--- src/hdl/i2c_eba_pkg.sv ---
// Shared types and constants for the I2C EEPROM byte access master.
// Step codes of the pin sequencer, micro step codes, and the sequencer state record.
// No dependencies.
`default_nettype none

package i2c_eba_pkg;

   localparam int unsigned DEV_ADDR_W = 7;
   localparam logic [DEV_ADDR_W-1:0] DEV_ADDR_RESET = 7'd80;

   // sequence step codes
   localparam logic [5:0] STEP_IDLE     = 6'd0;
   localparam logic [5:0] STEP_START    = 6'd1;
   localparam logic [5:0] STEP_START_END = 6'd4;
   localparam logic [5:0] STEP_DEV_WR   = 6'd5;
   localparam logic [5:0] STEP_WORD     = 6'd11;
   localparam logic [5:0] STEP_DATA     = 6'd17;
   localparam logic [5:0] STEP_RESTART  = 6'd23;
   localparam logic [5:0] STEP_RESTART_END = 6'd26;
   localparam logic [5:0] STEP_DEV_RD   = 6'd27;
   localparam logic [5:0] STEP_BYTE_END = 6'd32;
   localparam logic [5:0] STEP_READ     = 6'd33;
   localparam logic [5:0] STEP_READ_HI  = 6'd34;
   localparam logic [5:0] STEP_READ_LO  = 6'd35;
   localparam logic [5:0] STEP_NACK     = 6'd36;
   localparam logic [5:0] STEP_NACK_HI  = 6'd37;
   localparam logic [5:0] STEP_NACK_LO  = 6'd38;
   localparam logic [5:0] STEP_STOP     = 6'd39;
   localparam logic [5:0] STEP_STOP_HI  = 6'd40;
   localparam logic [5:0] STEP_STOP_END = 6'd41;

   // micro steps inside a start condition
   localparam logic [2:0] START_SDA_HI = 3'd0;
   localparam logic [2:0] START_SCL_HI = 3'd1;
   localparam logic [2:0] START_SDA_LO = 3'd2;
   localparam logic [2:0] START_SCL_LO = 3'd3;

   // micro steps inside a byte plus acknowledge
   localparam logic [2:0] BYTE_SDA    = 3'd0;
   localparam logic [2:0] BYTE_SCL_HI = 3'd1;
   localparam logic [2:0] BYTE_SCL_LO = 3'd2;
   localparam logic [2:0] ACK_SDA     = 3'd3;
   localparam logic [2:0] ACK_SCL_HI  = 3'd4;
   localparam logic [2:0] ACK_SCL_LO  = 3'd5;

   localparam logic [2:0] LAST_BIT = 3'd7;

   typedef struct packed {
      logic [5:0] step;
      logic [2:0] bit_pos;
      logic [7:0] shift;
      logic       is_read;
      logic [7:0] held_addr;
      logic [7:0] held_data;
      logic [7:0] rcv_byte;
      logic       scl;
      logic       sda;
   } seq_state_type;

   typedef struct packed {
      logic busy;
      logic done;
   } seq_status_type;

endpackage

`default_nettype wire

--- src/hdl/i2c_eba_if.sv ---
// Handshake channel interfaces of the I2C EEPROM byte access master:
// request, response and register write channels.
// Depends on i2c_eba_pkg.
`default_nettype none

interface i2c_eba_req_if;
   logic       valid;
   logic       ready;
   logic       begin_req;
   logic       command;
   logic [7:0] word_address;
   logic [7:0] write_data;
   logic       sda_in;

   modport source (output valid, begin_req, command, word_address, write_data, sda_in,
                   input ready);
   modport sink   (input valid, begin_req, command, word_address, write_data, sda_in,
                   output ready);
endinterface

interface i2c_eba_rsp_if;
   logic       valid;
   logic       ready;
   logic       scl_out;
   logic       sda_out;
   logic       busy_res;
   logic       done_res;
   logic [7:0] read_data;

   modport source (output valid, scl_out, sda_out, busy_res, done_res, read_data,
                   input ready);
   modport sink   (input valid, scl_out, sda_out, busy_res, done_res, read_data,
                   output ready);
endinterface

interface i2c_eba_csr_if;
   logic                              valid;
   logic                              ready;
   logic [i2c_eba_pkg::DEV_ADDR_W-1:0] data;

   modport source (output valid, data, input ready);
   modport sink   (input valid, data, output ready);
endinterface

`default_nettype wire

--- src/hdl/i2c_eba_step.sv ---
// Next-state logic of the I2C pin sequencer: one pin change per word.
// Depends on i2c_eba_pkg.
`default_nettype none

module i2c_eba_step (
   input  var i2c_eba_pkg::seq_state_type  cur_state,
   input  var logic                        begin_req,
   input  var logic                        command,
   input  var logic [7:0]                  word_address,
   input  var logic [7:0]                  write_data,
   input  var logic                        sda_in,
   input  var logic [i2c_eba_pkg::DEV_ADDR_W-1:0] dev_addr,
   output i2c_eba_pkg::seq_state_type      next_state,
   output i2c_eba_pkg::seq_status_type     status
);

   i2c_eba_pkg::seq_state_type s;
   i2c_eba_pkg::seq_state_type n;
   logic [7:0] dev_byte;
   logic [5:0] base;
   logic [2:0] micro;
   logic [5:0] start_next;
   logic [7:0] start_load;

   assign dev_byte = {dev_addr, 1'b0};

   always_comb begin
      s = cur_state;
      if (cur_state.step == i2c_eba_pkg::STEP_IDLE && begin_req) begin
         s.is_read   = command;
         s.held_addr = word_address;
         s.held_data = write_data;
         s.step      = i2c_eba_pkg::STEP_START;
      end

      n           = s;
      status.busy = 1'b0;
      status.done = 1'b0;
      base        = i2c_eba_pkg::STEP_DEV_WR;
      micro       = 3'd0;
      start_next  = i2c_eba_pkg::STEP_DEV_WR;
      start_load  = dev_byte;

      if (s.step != i2c_eba_pkg::STEP_IDLE) begin
         status.busy = (s.step <= i2c_eba_pkg::STEP_STOP_END);

         priority if (s.step <= i2c_eba_pkg::STEP_START_END ||
                      (s.step >= i2c_eba_pkg::STEP_RESTART &&
                       s.step <= i2c_eba_pkg::STEP_RESTART_END)) begin
            if (s.step <= i2c_eba_pkg::STEP_START_END) begin
               micro      = 3'(s.step - i2c_eba_pkg::STEP_START);
               start_next = i2c_eba_pkg::STEP_DEV_WR;
               start_load = dev_byte;
            end else begin
               micro      = 3'(s.step - i2c_eba_pkg::STEP_RESTART);
               start_next = i2c_eba_pkg::STEP_DEV_RD;
               start_load = dev_byte | 8'h01;
            end
            unique case (micro)
               i2c_eba_pkg::START_SDA_HI: begin
                  n.sda  = 1'b1;
                  n.step = s.step + 6'd1;
               end
               i2c_eba_pkg::START_SCL_HI: begin
                  n.scl  = 1'b1;
                  n.step = s.step + 6'd1;
               end
               i2c_eba_pkg::START_SDA_LO: begin
                  n.sda  = 1'b0;
                  n.step = s.step + 6'd1;
               end
               default: begin
                  n.scl     = 1'b0;
                  n.shift   = start_load;
                  n.bit_pos = 3'd0;
                  n.step    = start_next;
               end
            endcase
         end else if (s.step <= i2c_eba_pkg::STEP_BYTE_END) begin
            priority if (s.step < i2c_eba_pkg::STEP_WORD)     base = i2c_eba_pkg::STEP_DEV_WR;
            else if (s.step < i2c_eba_pkg::STEP_DATA)         base = i2c_eba_pkg::STEP_WORD;
            else if (s.step < i2c_eba_pkg::STEP_RESTART)      base = i2c_eba_pkg::STEP_DATA;
            else                                              base = i2c_eba_pkg::STEP_DEV_RD;
            micro = 3'(s.step - base);
            unique case (micro)
               i2c_eba_pkg::BYTE_SDA: begin
                  n.sda  = s.shift[7];
                  n.step = s.step + 6'd1;
               end
               i2c_eba_pkg::BYTE_SCL_HI: begin
                  n.scl  = 1'b1;
                  n.step = s.step + 6'd1;
               end
               i2c_eba_pkg::BYTE_SCL_LO: begin
                  n.scl   = 1'b0;
                  n.shift = {s.shift[6:0], 1'b0};
                  if (s.bit_pos < i2c_eba_pkg::LAST_BIT) begin
                     n.bit_pos = s.bit_pos + 3'd1;
                     n.step    = base;
                  end else begin
                     n.bit_pos = 3'd0;
                     n.step    = base + 6'(i2c_eba_pkg::ACK_SDA);
                  end
               end
               i2c_eba_pkg::ACK_SDA: begin
                  n.sda  = 1'b1;
                  n.step = s.step + 6'd1;
               end
               i2c_eba_pkg::ACK_SCL_HI: begin
                  // slave acknowledge is not checked
                  n.scl  = 1'b1;
                  n.step = s.step + 6'd1;
               end
               default: begin
                  n.scl = 1'b0;
                  priority if (base == i2c_eba_pkg::STEP_DEV_WR) begin
                     n.shift = s.held_addr;
                     n.step  = i2c_eba_pkg::STEP_WORD;
                  end else if (base == i2c_eba_pkg::STEP_WORD) begin
                     if (s.is_read) begin
                        n.step = i2c_eba_pkg::STEP_RESTART;
                     end else begin
                        n.shift = s.held_data;
                        n.step  = i2c_eba_pkg::STEP_DATA;
                     end
                  end else if (base == i2c_eba_pkg::STEP_DATA) begin
                     n.step = i2c_eba_pkg::STEP_STOP;
                  end else begin
                     n.step = i2c_eba_pkg::STEP_READ;
                  end
               end
            endcase
         end else begin
            unique case (s.step)
               i2c_eba_pkg::STEP_READ: begin
                  n.sda     = 1'b1;
                  n.shift   = 8'd0;
                  n.bit_pos = 3'd0;
                  n.step    = i2c_eba_pkg::STEP_READ_HI;
               end
               i2c_eba_pkg::STEP_READ_HI: begin
                  n.scl   = 1'b1;
                  n.shift = {s.shift[6:0], sda_in};
                  n.step  = i2c_eba_pkg::STEP_READ_LO;
               end
               i2c_eba_pkg::STEP_READ_LO: begin
                  n.scl = 1'b0;
                  if (s.bit_pos < i2c_eba_pkg::LAST_BIT) begin
                     n.bit_pos = s.bit_pos + 3'd1;
                     n.step    = i2c_eba_pkg::STEP_READ_HI;
                  end else begin
                     n.bit_pos  = 3'd0;
                     n.rcv_byte = s.shift;
                     n.step     = i2c_eba_pkg::STEP_NACK;
                  end
               end
               i2c_eba_pkg::STEP_NACK: begin
                  n.sda  = 1'b1;
                  n.step = i2c_eba_pkg::STEP_NACK_HI;
               end
               i2c_eba_pkg::STEP_NACK_HI: begin
                  n.scl  = 1'b1;
                  n.step = i2c_eba_pkg::STEP_NACK_LO;
               end
               i2c_eba_pkg::STEP_NACK_LO: begin
                  n.scl  = 1'b0;
                  n.step = i2c_eba_pkg::STEP_STOP;
               end
               i2c_eba_pkg::STEP_STOP: begin
                  n.sda  = 1'b0;
                  n.step = i2c_eba_pkg::STEP_STOP_HI;
               end
               i2c_eba_pkg::STEP_STOP_HI: begin
                  n.scl  = 1'b1;
                  n.step = i2c_eba_pkg::STEP_STOP_END;
               end
               i2c_eba_pkg::STEP_STOP_END: begin
                  n.sda       = 1'b1;
                  n.step      = i2c_eba_pkg::STEP_IDLE;
                  status.done = 1'b1;
               end
               default: begin
                  // stray step code: back to idle, lines untouched
                  n.step = i2c_eba_pkg::STEP_IDLE;
               end
            endcase
         end
      end
      next_state = n;
   end

endmodule

`default_nettype wire

--- src/hdl/i2c_eeprom_byte_access_master.sv ---
// Top level of the I2C EEPROM byte access master.
// Holds sequencer state, the device address register and the response register.
// Depends on i2c_eba_pkg, i2c_eba_if and i2c_eba_step.
`default_nettype none

// Bit-banged I2C master for a single EEPROM byte write or random byte read.
// Every request word is one tick: it carries a start request (begin_req with
// command, word_address and write_data, taken only when the sequencer is idle)
// plus the sampled SDA level, and produces exactly one response word with the
// SCL/SDA levels after that tick's pin change, busy, done and the last read
// byte. A write takes 4 + 3*27 + 3 = 88 ticks (start, device address, word
// address, data, stop); a read takes 112 ticks (start, two address bytes,
// repeated start, address with read bit, eight read bits, NACK, stop).
// SDA drive is open drain style: 1 releases the line. Slave ACKs are clocked
// but never checked. Throughput is one word per clock while the response sink
// keeps up: the pin change is combinational from the sequencer state, and
// the state and response registers update on the same edge, so a response is
// offered in the cycle after its request is taken. The request side stays ready
// while a response is pending as long as the response sink takes it in that
// cycle. The device address register (reset 80) is written through the csr
// channel, which is always ready; write it only while the sequencer is idle.

module i2c_eeprom_byte_access_master (
   input  var logic         clock,
   input  var logic         reset,
   i2c_eba_req_if.sink      req_chan,
   i2c_eba_rsp_if.source    rsp_chan,
   i2c_eba_csr_if.sink      csr_chan
);

   i2c_eba_pkg::seq_state_type  state_ff;
   i2c_eba_pkg::seq_state_type  state_in;
   i2c_eba_pkg::seq_status_type status;

   logic [i2c_eba_pkg::DEV_ADDR_W-1:0] dev_addr_ff;
   logic                               rsp_valid_ff;
   logic                               rsp_scl_ff;
   logic                               rsp_sda_ff;
   logic                               rsp_busy_ff;
   logic                               rsp_done_ff;
   logic [7:0]                         rsp_data_ff;
   logic                               req_take;

   // output register frees up in the same cycle it is drained
   assign req_chan.ready = !rsp_valid_ff || rsp_chan.ready;
   assign req_take       = req_chan.valid && req_chan.ready;
   assign csr_chan.ready = 1'b1;

   i2c_eba_step u_step (
      .cur_state    (state_ff),
      .begin_req    (req_chan.begin_req),
      .command      (req_chan.command),
      .word_address (req_chan.word_address),
      .write_data   (req_chan.write_data),
      .sda_in       (req_chan.sda_in),
      .dev_addr     (dev_addr_ff),
      .next_state   (state_in),
      .status       (status)
   );

   // sequencer state and device address
   always_ff @(posedge clock) begin
      if (reset) begin
         // both lines released
         state_ff    <= '{step: i2c_eba_pkg::STEP_IDLE, bit_pos: 3'd0, shift: 8'd0,
                          is_read: 1'b0, held_addr: 8'd0, held_data: 8'd0,
                          rcv_byte: 8'd0, scl: 1'b1, sda: 1'b1};
         dev_addr_ff <= i2c_eba_pkg::DEV_ADDR_RESET;
      end else begin
         if (req_take) begin
            state_ff <= state_in;
         end
         if (csr_chan.valid && csr_chan.ready) begin
            dev_addr_ff <= csr_chan.data;
         end
      end
   end

   // response register
   always_ff @(posedge clock) begin
      if (reset) begin
         rsp_valid_ff <= 1'b0;
      end else if (req_take) begin
         rsp_valid_ff <= 1'b1;
      end else if (rsp_chan.ready) begin
         rsp_valid_ff <= 1'b0;
      end
   end

   always_ff @(posedge clock) begin
      if (req_take) begin
         rsp_scl_ff  <= state_in.scl;
         rsp_sda_ff  <= state_in.sda;
         rsp_busy_ff <= status.busy;
         rsp_done_ff <= status.done;
         rsp_data_ff <= state_in.rcv_byte;
      end
   end

   assign rsp_chan.valid     = rsp_valid_ff;
   assign rsp_chan.scl_out   = rsp_scl_ff;
   assign rsp_chan.sda_out   = rsp_sda_ff;
   assign rsp_chan.busy_res  = rsp_busy_ff;
   assign rsp_chan.done_res  = rsp_done_ff;
   assign rsp_chan.read_data = rsp_data_ff;

endmodule

`default_nettype wire
--- src/flat_wrapper.sv ---
// flat-port wrapper written by rule: the top's interface ports become plain ports
module i2c_eeprom_byte_access_master_flat 
  (clock, reset, req_chan_valid, req_chan_begin_req, req_chan_command, req_chan_word_address, req_chan_write_data, req_chan_sda_in, req_chan_ready, rsp_chan_valid, rsp_chan_scl_out, rsp_chan_sda_out, rsp_chan_busy_res, rsp_chan_done_res, rsp_chan_read_data, rsp_chan_ready, csr_chan_valid, csr_chan_data, csr_chan_ready);
  i2c_eba_req_if req_chan_i ();
  i2c_eba_rsp_if rsp_chan_i ();
  i2c_eba_csr_if csr_chan_i ();
  input  var logic clock;
  input  var logic reset;
  input wire logic [$bits(req_chan_i.valid)-1:0] req_chan_valid;
  input wire logic [$bits(req_chan_i.begin_req)-1:0] req_chan_begin_req;
  input wire logic [$bits(req_chan_i.command)-1:0] req_chan_command;
  input wire logic [$bits(req_chan_i.word_address)-1:0] req_chan_word_address;
  input wire logic [$bits(req_chan_i.write_data)-1:0] req_chan_write_data;
  input wire logic [$bits(req_chan_i.sda_in)-1:0] req_chan_sda_in;
  output wire logic [$bits(req_chan_i.ready)-1:0] req_chan_ready;
  output wire logic [$bits(rsp_chan_i.valid)-1:0] rsp_chan_valid;
  output wire logic [$bits(rsp_chan_i.scl_out)-1:0] rsp_chan_scl_out;
  output wire logic [$bits(rsp_chan_i.sda_out)-1:0] rsp_chan_sda_out;
  output wire logic [$bits(rsp_chan_i.busy_res)-1:0] rsp_chan_busy_res;
  output wire logic [$bits(rsp_chan_i.done_res)-1:0] rsp_chan_done_res;
  output wire logic [$bits(rsp_chan_i.read_data)-1:0] rsp_chan_read_data;
  input wire logic [$bits(rsp_chan_i.ready)-1:0] rsp_chan_ready;
  input wire logic [$bits(csr_chan_i.valid)-1:0] csr_chan_valid;
  input wire logic [$bits(csr_chan_i.data)-1:0] csr_chan_data;
  output wire logic [$bits(csr_chan_i.ready)-1:0] csr_chan_ready;
  assign req_chan_i.valid = req_chan_valid;
  assign req_chan_i.begin_req = req_chan_begin_req;
  assign req_chan_i.command = req_chan_command;
  assign req_chan_i.word_address = req_chan_word_address;
  assign req_chan_i.write_data = req_chan_write_data;
  assign req_chan_i.sda_in = req_chan_sda_in;
  assign req_chan_ready = req_chan_i.ready;
  assign rsp_chan_valid = rsp_chan_i.valid;
  assign rsp_chan_scl_out = rsp_chan_i.scl_out;
  assign rsp_chan_sda_out = rsp_chan_i.sda_out;
  assign rsp_chan_busy_res = rsp_chan_i.busy_res;
  assign rsp_chan_done_res = rsp_chan_i.done_res;
  assign rsp_chan_read_data = rsp_chan_i.read_data;
  assign rsp_chan_i.ready = rsp_chan_ready;
  assign csr_chan_i.valid = csr_chan_valid;
  assign csr_chan_i.data = csr_chan_data;
  assign csr_chan_ready = csr_chan_i.ready;
  i2c_eeprom_byte_access_master u_core (.clock(clock), .reset(reset), .req_chan(req_chan_i), .rsp_chan(rsp_chan_i), .csr_chan(csr_chan_i));
endmodule
--- config.mk ---
export PLATFORM = sky130hd
export DESIGN_NAME = i2c_eeprom_byte_access_master_flat
export DESIGN_NICKNAME = d
export VERILOG_FILES = /design/src/hdl/i2c_eba_pkg.sv /design/src/hdl/i2c_eba_if.sv /design/src/hdl/i2c_eba_step.sv /design/src/hdl/i2c_eeprom_byte_access_master.sv /design/src/flat_wrapper.sv
export SDC_FILE = /design/constraint.sdc
export NUM_CORES = 1
export LEC_CHECK = 0
export ABC_AREA = 1
export ABC_CLOCK_PERIOD_IN_PS = 3950
export BUFFER_PORTS_ARGS = -buffer_cell sky130_fd_sc_hd__buf_2
export CORE_ASPECT_RATIO = 0.75
export CORE_MARGIN = 2
export CORE_UTILIZATION = 35
export CTS_CLUSTER_SIZE = 40
export DETAILED_ROUTE_END_ITERATION = 10
export PLACE_DENSITY = 0.52
export SLEW_MARGIN = 10
export SYNTH_ARGS = -nofsm -noshare
export SYNTH_HDL_FRONTEND = slang
export SYNTH_SLANG_ARGS = --single-unit
--- constraint.sdc ---
create_clock -name clock -period 3.95 [get_ports clock]
set_input_delay 0.395 -clock clock [delete_from_list [all_inputs] [get_ports clock]]
set_output_delay 0.395 -clock clock [all_outputs]
set_load 0.02 [all_outputs]
==> results of run 1 <==
==> state kept, by name (all words and copies together), names as in the netlist <==
signal                     cells
u_core.rsp_chan.read_data      8
u_core.rsp_chan.scl_out        1
u_core.state_ff               44
u_core.dev_addr_ff             7
u_core.rsp_chan.sda_out        1
u_core.rsp_chan.busy_res       1
u_core.rsp_chan.done_res       1
u_core.rsp_chan.valid          1
==> cell usage after synthesis, types with 6 or more instances <==
cell type	number	area [um2]
a21oi_1	30	150.1
clkbuf_1	12	45.04
dfxtp_1	52	1041
edfxtp_1	12	360.4
ha_1	7	87.58
inv_1	94	352.8
inv_2	8	30.03
nand2_1	164	615.6
nand2_2	11	68.82
nand3_1	32	160.2
nand4_1	6	37.54
nor2_1	54	202.7
nor2_2	9	56.30
o211ai_1	10	75.07
o21ai_0	62	310.3
o21ai_1	15	75.07
==> critical path, delay by kind of cell (launching register included) <==
family                     cells  cell delay [ns]
and+or+nand+nor               14             1.82
DFF                            1             0.60
AOI/OAI and AO/OA              1             0.41
adders and majority gates      1             0.41
buffers and inverters          2             0.14
==> area by class of cell <==
type                    count  area (um2)  share of cell area [%]
repair buffers             48       250.2                   5.323
clock buffers              11       242.7                   5.164
flip-flops and latches     64        1401                   29.81
multi-input cells         441        2187                   46.53
clock inverters             5       56.30                   1.198
inverters                 102       382.9                   8.145
well taps                 144       180.2                   3.833
==> kinds of logic after synthesis <==
group | share of synthesized area [%]
flops | 34.30
other cells | 0.09180
buf+inv | 12.16
fa+ha+maj | 2.634
xor+xnor | 0.4289
simple gates | 32.71
compound gates | 17.67
==> how the worst max path moves through the flow <==
stage | from | end | slack, ns
after detailed placement | u_core.state_ff[40]$_SDFFE_PP0P_ | u_core.state_ff[33]$_SDFFE_PP0P_ | 0.59
final | u_core.state_ff[40]$_SDFFE_PP0P_ | u_core.state_ff[31]$_SDFFE_PP0P_ | 0.46
after global routing | u_core.state_ff[40]$_SDFFE_PP0P_ | u_core.state_ff[30]$_SDFFE_PP0P_ | 0.22
after global placement | u_core.state_ff[40]$_SDFFE_PP0P_ | u_core.state_ff[27]$_SDFFE_PP0P_ | 0.70
after CTS | u_core.state_ff[40]$_SDFFE_PP0P_ | u_core.state_ff[30]$_SDFFE_PP0P_ | 0.56
after floorplan | u_core.state_ff[38]$_SDFFE_PP0P_ | u_core.state_ff[32]$_SDFFE_PP0P_ | 1.22
==> power breakdown <==
part / switching (mW) / internal (mW)
combinational: 1.38 / 0.615
clock: 0.295 / 0.505
sequential: 0.135 / 0.815
total: 1.81 / 1.93
==> layer usage <==
metal | track usage (%) | vias up | part of all wire, %
li1 | - | 2087 | -
met1 | 29.62 | 1897 | 51
met2 | 28.12 | 158 | 40
met3 | 4.791 | 13 | 8.3
met4 | 4.181 | 0 | 0.85
met5 | 0 | - | 0
==> stage by stage <==
stage | std cells | setup WS, ns | hold WS, ns | utilization, % | instance area, um2
floorplan | 630 | 1.218 | 0.4283 | - | 4085
global placement | 799 | 0.6966 | 0.4583 | 38.32 | 4402
detailed placement | 799 | 0.5871 | 0.4594 | 38.32 | 4402
CTS | 815 | 0.5608 | 0.2765 | 40.93 | 4701
global route | 815 | 0.2237 | 0.2985 | 40.93 | 4701
finish | 815 | 0.4644 | 0.2813 | 40.93 | 4701
==> flow_summary.json, run 1 <==
{
  "grt_use_total_pct": 19.65,
  "worst-slew-pin-transition_ns": 0.7122,
  "overflow": 0,
  "layout_commonest_cell": "nand2_1",
  "cts_resized": 0,
  "power_mw": 3.743,
  "drt-initial-drc-count": 340,
  "dpl.hpwl_mm": 8.604,
  "syn-cell-area_um2": 4085,
  "syn_inst": 630,
  "ys_seq_elements": 64,
  "hold_path_class": "input pin to register",
  "dr.pass1.iters": 5,
  "status": "completed",
  "antenna_cells": 0,
  "final_cell_mix": "164 x nand2_1, 94 x inv_1, 62 x o21ai_0",
  "clock_latency_ns": 0.33,
  "ys_seq_area_share_pct": 34.30,
  "ant_nets": 0,
  "start_kind": "register",
  "grt_pass1_wl_mm": 19.38,
  "hold_depth": 3,
  "relSlewSlack_pct": 52.47,
  "fp.dieArea_um2": 12560,
  "reg2reg_from": "u_core.state_ff[40]$_SDFFE_PP0P_",
  "root_buffer": "clkbuf_16",
  "num_io_pins": 46,
  "synthDistinctLibCells": 39,
  "place.gp.congestion": 0.9221,
  "die_h_um": 97.56,
  "cp_max_fo": 16,
  "drcViolationCount": 0,
  "syn-num-nets": 669,
  "cts_buffer_depth": 2,
  "hold_path_startpoint": "csr_chan_data[6]",
  "fin_crit_sh_pct": 88.24,
  "postCtsSetupRepairBufs": 0,
  "hold_end": "u_core.dev_addr_ff[6]$_SDFFE_PP1P_",
  "clock_sinks": 64,
  "r2r-end": "u_core.state_ff[31]$_SDFFE_PP0P_",
  "layout-drive-gt1-share_pct": 16.39,
  "reg2reg_depth": 18,
  "area_delta_synth_final_pct": 15.07,
  "vias": 4155,
  "setup_viol": 0,
  "synth-async-reset-ratio_pct": 0,
  "cts_tree": "yes",
  "vdd_drop_max_mv": 0.2892,
  "rsz0062_at_grt": "no",
  "crit_slowest_cell": "dfxtp_1",
  "fill_cells": 1235,
  "setup_tns_ns": 0,
  "start_util_pct": 35.57,
  "wl_mm": 11.97,
  "synth_edf_count": 12,
  "htreeDepth": 3,
  "power.density_nw_per_um2": 796.2,
  "grt_max_degree": 44,
  "critPathKind": "register to register",
  "fin_worst_skew_ns": 0.005313,
  "maxSlewViolCount": 0,
  "worstPathCellList": "nor2_4, a31oi_1, nand2_1, nand2_1, inv_1, fa_1, inv_1, nand2_1, nand2_1, nand3_1, nand3_1, nand2_1, nand2_1, nand4_2, nor2_4, nand2_1, nand2_1, nor2_1",
  "clock.fmax_mhz": 286.9,
  "ctsHoldBuffers": 0,
  "die_x_um": 128.8,
  "cp-end-kind": "register",
  "leakagePower_nw": 2.351,
  "cp_common_cell": "nand2_1",
  "core-area_um2": 11490,
  "cpPeakStageDelay_ns": 0.60,
  "clk_pin_slew_ns": 0.06,
  "num_rows": 34,
  "avgSynthCellArea_um2": 6.484,
  "rrSetupSlack_ns": 0.46,
  "io_buffers": 44,
  "worstPathRequired_ns": 4.17,
  "yosysWarnings": 0,
  "drt-wirelength-per-cell_um": 14.69,
  "grt_pass1_vias": 3823,
  "arrival_ns": 3.71,
  "maxCapViolations": 0,
  "post-route-min-period_ns": 3.486,
  "via_per_inst": 5.098,
  "ys.flop_type": "dfxtp_1",
  "fin_nets": 705,
  "cts_buffers": 9,
  "antenna_found_initial": 0,
  "hold_violations": 0
}
(Power assumes the default switching activity.)
==> run 2, diff against run 1 <==
PLACE_DENSITY = 0.63   (was 0.52)
==> flow_summary.json, run 2 (synthesized netlist as in run 1, its figures left out) <==
{
  "hold_depth": 3,
  "maxCapViolations": 0,
  "num_io_pins": 46,
  "hold_violations": 0,
  "grt_pass1_wl_mm": 19.18,
  "clock.fmax_mhz": 294.3,
  "postCtsSetupRepairBufs": 0,
  "wl_mm": 12.06,
  "largest_reg_flops": 44,
  "top_register": "u_core.state_ff",
  "p_seq_share_pct": 24.7,
  "htreeDepth": 3,
  "cts_resized": 0,
  "grt_max_degree": 43,
  "clock_sinks": 64,
  "post-route-min-period_ns": 3.398,
  "final_cell_mix": "164 x nand2_1, 94 x inv_1, 62 x o21ai_0",
  "pwr-share-comb_pct": 53.2,
  "dr.pass1.iters": 5,
  "cp_max_fo": 16,
  "cts_tree": "yes",
  "vdd_drop_max_mv": 0.2569,
  "status": "completed",
  "layout-drive-gt1-share_pct": 16.37,
  "vias": 4158,
  "grt_pass1_vias": 3727,
  "maxSlewViolCount": 0,
  "io_buffers": 44,
  "fin_cells": 816,
  "clkPwrFrac_pct": 22.1,
  "ant_nets": 0,
  "intPower_mw": 2.006,
  "area_delta_synth_final_pct": 15.74,
  "place_inst": 801,
  "p_sw_share_pct": 47.80,
  "relSlewSlack_pct": 52.80,
  "rsz0062_at_grt": "no",
  "clk_pin_slew_ns": 0.05,
  "clock_latency_ns": 0.33,
  "arrival_ns": 3.63,
  "dpl_cell_area_um2": 4417,
  "fill_cells": 1230,
  "ctsHoldBuffers": 0,
  "antenna_found_initial": 0,
  "fin_worst_skew_ns": 0.004464,
  "reg2reg_depth": 19,
  "power_switching_mw": 1.836,
  "die_x_um": 128.8,
  "worstPathRequired_ns": 4.18,
  "antenna_cells": 0,
  "cts_buffer_depth": 2,
  "fin_crit_sh_pct": 86.02,
  "layout_commonest_cell": "nand2_1",
  "start_util_pct": 35.57,
  "core-area_um2": 11490,
  "start_kind": "register",
  "grt_use_total_pct": 19.71,
  "drt-wirelength-per-cell_um": 14.78,
  "critPathKind": "register to register",
  "rrSetupSlack_ns": 0.55,
  "worst-slew-pin-transition_ns": 0.7072,
  "root_buffer": "clkbuf_16",
  "overflow": 0,
  "place.gp.congestion": 0.9801,
  "cp-end-kind": "register",
  "cts_buffers": 9,
  "hold_path_class": "input pin to register",
  "drcViolationCount": 0,
  "power.density_nw_per_um2": 812.6,
  "drt-initial-drc-count": 381,
  "num_rows": 34,
  "dpl.hpwl_mm": 8.731,
  "setup_tns_ns": 0,
  "setup_viol": 0,
  "fin_nets": 707,
  "design_area_um2": 4728,
  "via_per_inst": 5.096,
  "die_h_um": 97.56,
  "fp.dieArea_um2": 12560,
  "leakagePower_nw": 2.368
}
run 2: changes by cell type in the layout (fill, tap and decap cells not counted):
cell | previous run | this run
buf_4 | 4 | 6
bufinv_16 | 1 | 2
clkinv_1 | 0 | 1
clkinv_2 | 2 | 1
clkinv_4 | 1 | 0
clkinvlp_4 | 1 | 0
run 2: path summary, 6_finish.rpt:
check,start,endpoint
max reg2reg,u_core.state_ff[40]$_SDFFE_PP0P_,u_core.state_ff[33]$_SDFFE_PP0P_
min,csr_chan_data[0],u_core.dev_addr_ff[0]$_SDFFE_PP0P_
max,u_core.state_ff[40]$_SDFFE_PP0P_,u_core.state_ff[33]$_SDFFE_PP0P_
min reg2reg,u_core.dev_addr_ff[6]$_SDFFE_PP1P_,u_core.dev_addr_ff[6]$_SDFFE_PP1P_
run 2: stage by stage:
| step | total power [mW] | setup WS, ns | util, % | hold WS, ns |
|---|---|---|---|---|
| 2_1_floorplan | 2.458 | 1.218 | - | 0.4283 |
| 3_3_place_gp | 2.958 | 0.6871 | 38.45 | 0.4508 |
| 3_5_place_dp | 2.952 | 0.5622 | 38.45 | 0.4668 |
| 4_1_cts | 3.816 | 0.5593 | 41.17 | 0.2766 |
| 5_1_grt | 4.154 | 0.2212 | 41.17 | 0.2922 |
| 6_report | 3.842 | 0.5520 | 41.17 | 0.2821 |
run 2: critical path: stages (launching register included):
cell and delay (ns):
dfxtp_1 0.60, nor2_4 0.10, a31oi_1 0.36, nand2_1 0.12, nand2_1 0.14, inv_1 0.07
fa_1 0.40, inv_1 0.07, nand2_1 0.04, nand2_1 0.09, inv_1 0.05, nand3_2 0.08
nand3_1 0.16, buf_4 0.23, nand3_1 0.10, nand4_2 0.12, nor2_4 0.31, nand2_1 0.11
nand2_1 0.07, nor2_1 0.05
run 2: area by class of cell:
class	count	area [um2]	area share (%)
sequential	64	1401	29.64
timing repair buffer	50	265.3	5.610
inverter	102	382.9	8.097
tap	144	180.2	3.811
clock buffer	11	242.7	5.134
clock inverter	4	68.82	1.455
multi-input combinational	441	2187	46.26
run 2: metal layers:
metal  wire length, um  GRT usage, %  vias to the layer above
met4               174         6.104                        0
met5                 0             0                        -
li1                  -             -                     2084
met1              6236         30.83                     1912
met2              4757         26.29                      146
met3               892         4.295                       16
run 2: power by group through the flow:
| stage | Sequential (mW) | Clock, mW | Combinational, mW |
|---|---|---|---|
| after global placement | 0.953 | 0 | 2.01 |
| final | 0.949 | 0.848 | 2.04 |
| after global routing | 0.966 | 0.885 | 2.30 |
| after floorplan | 0.933 | 0 | 1.53 |
| after CTS | 0.946 | 0.863 | 2.01 |
| after detailed placement | 0.958 | 0 | 1.99 |
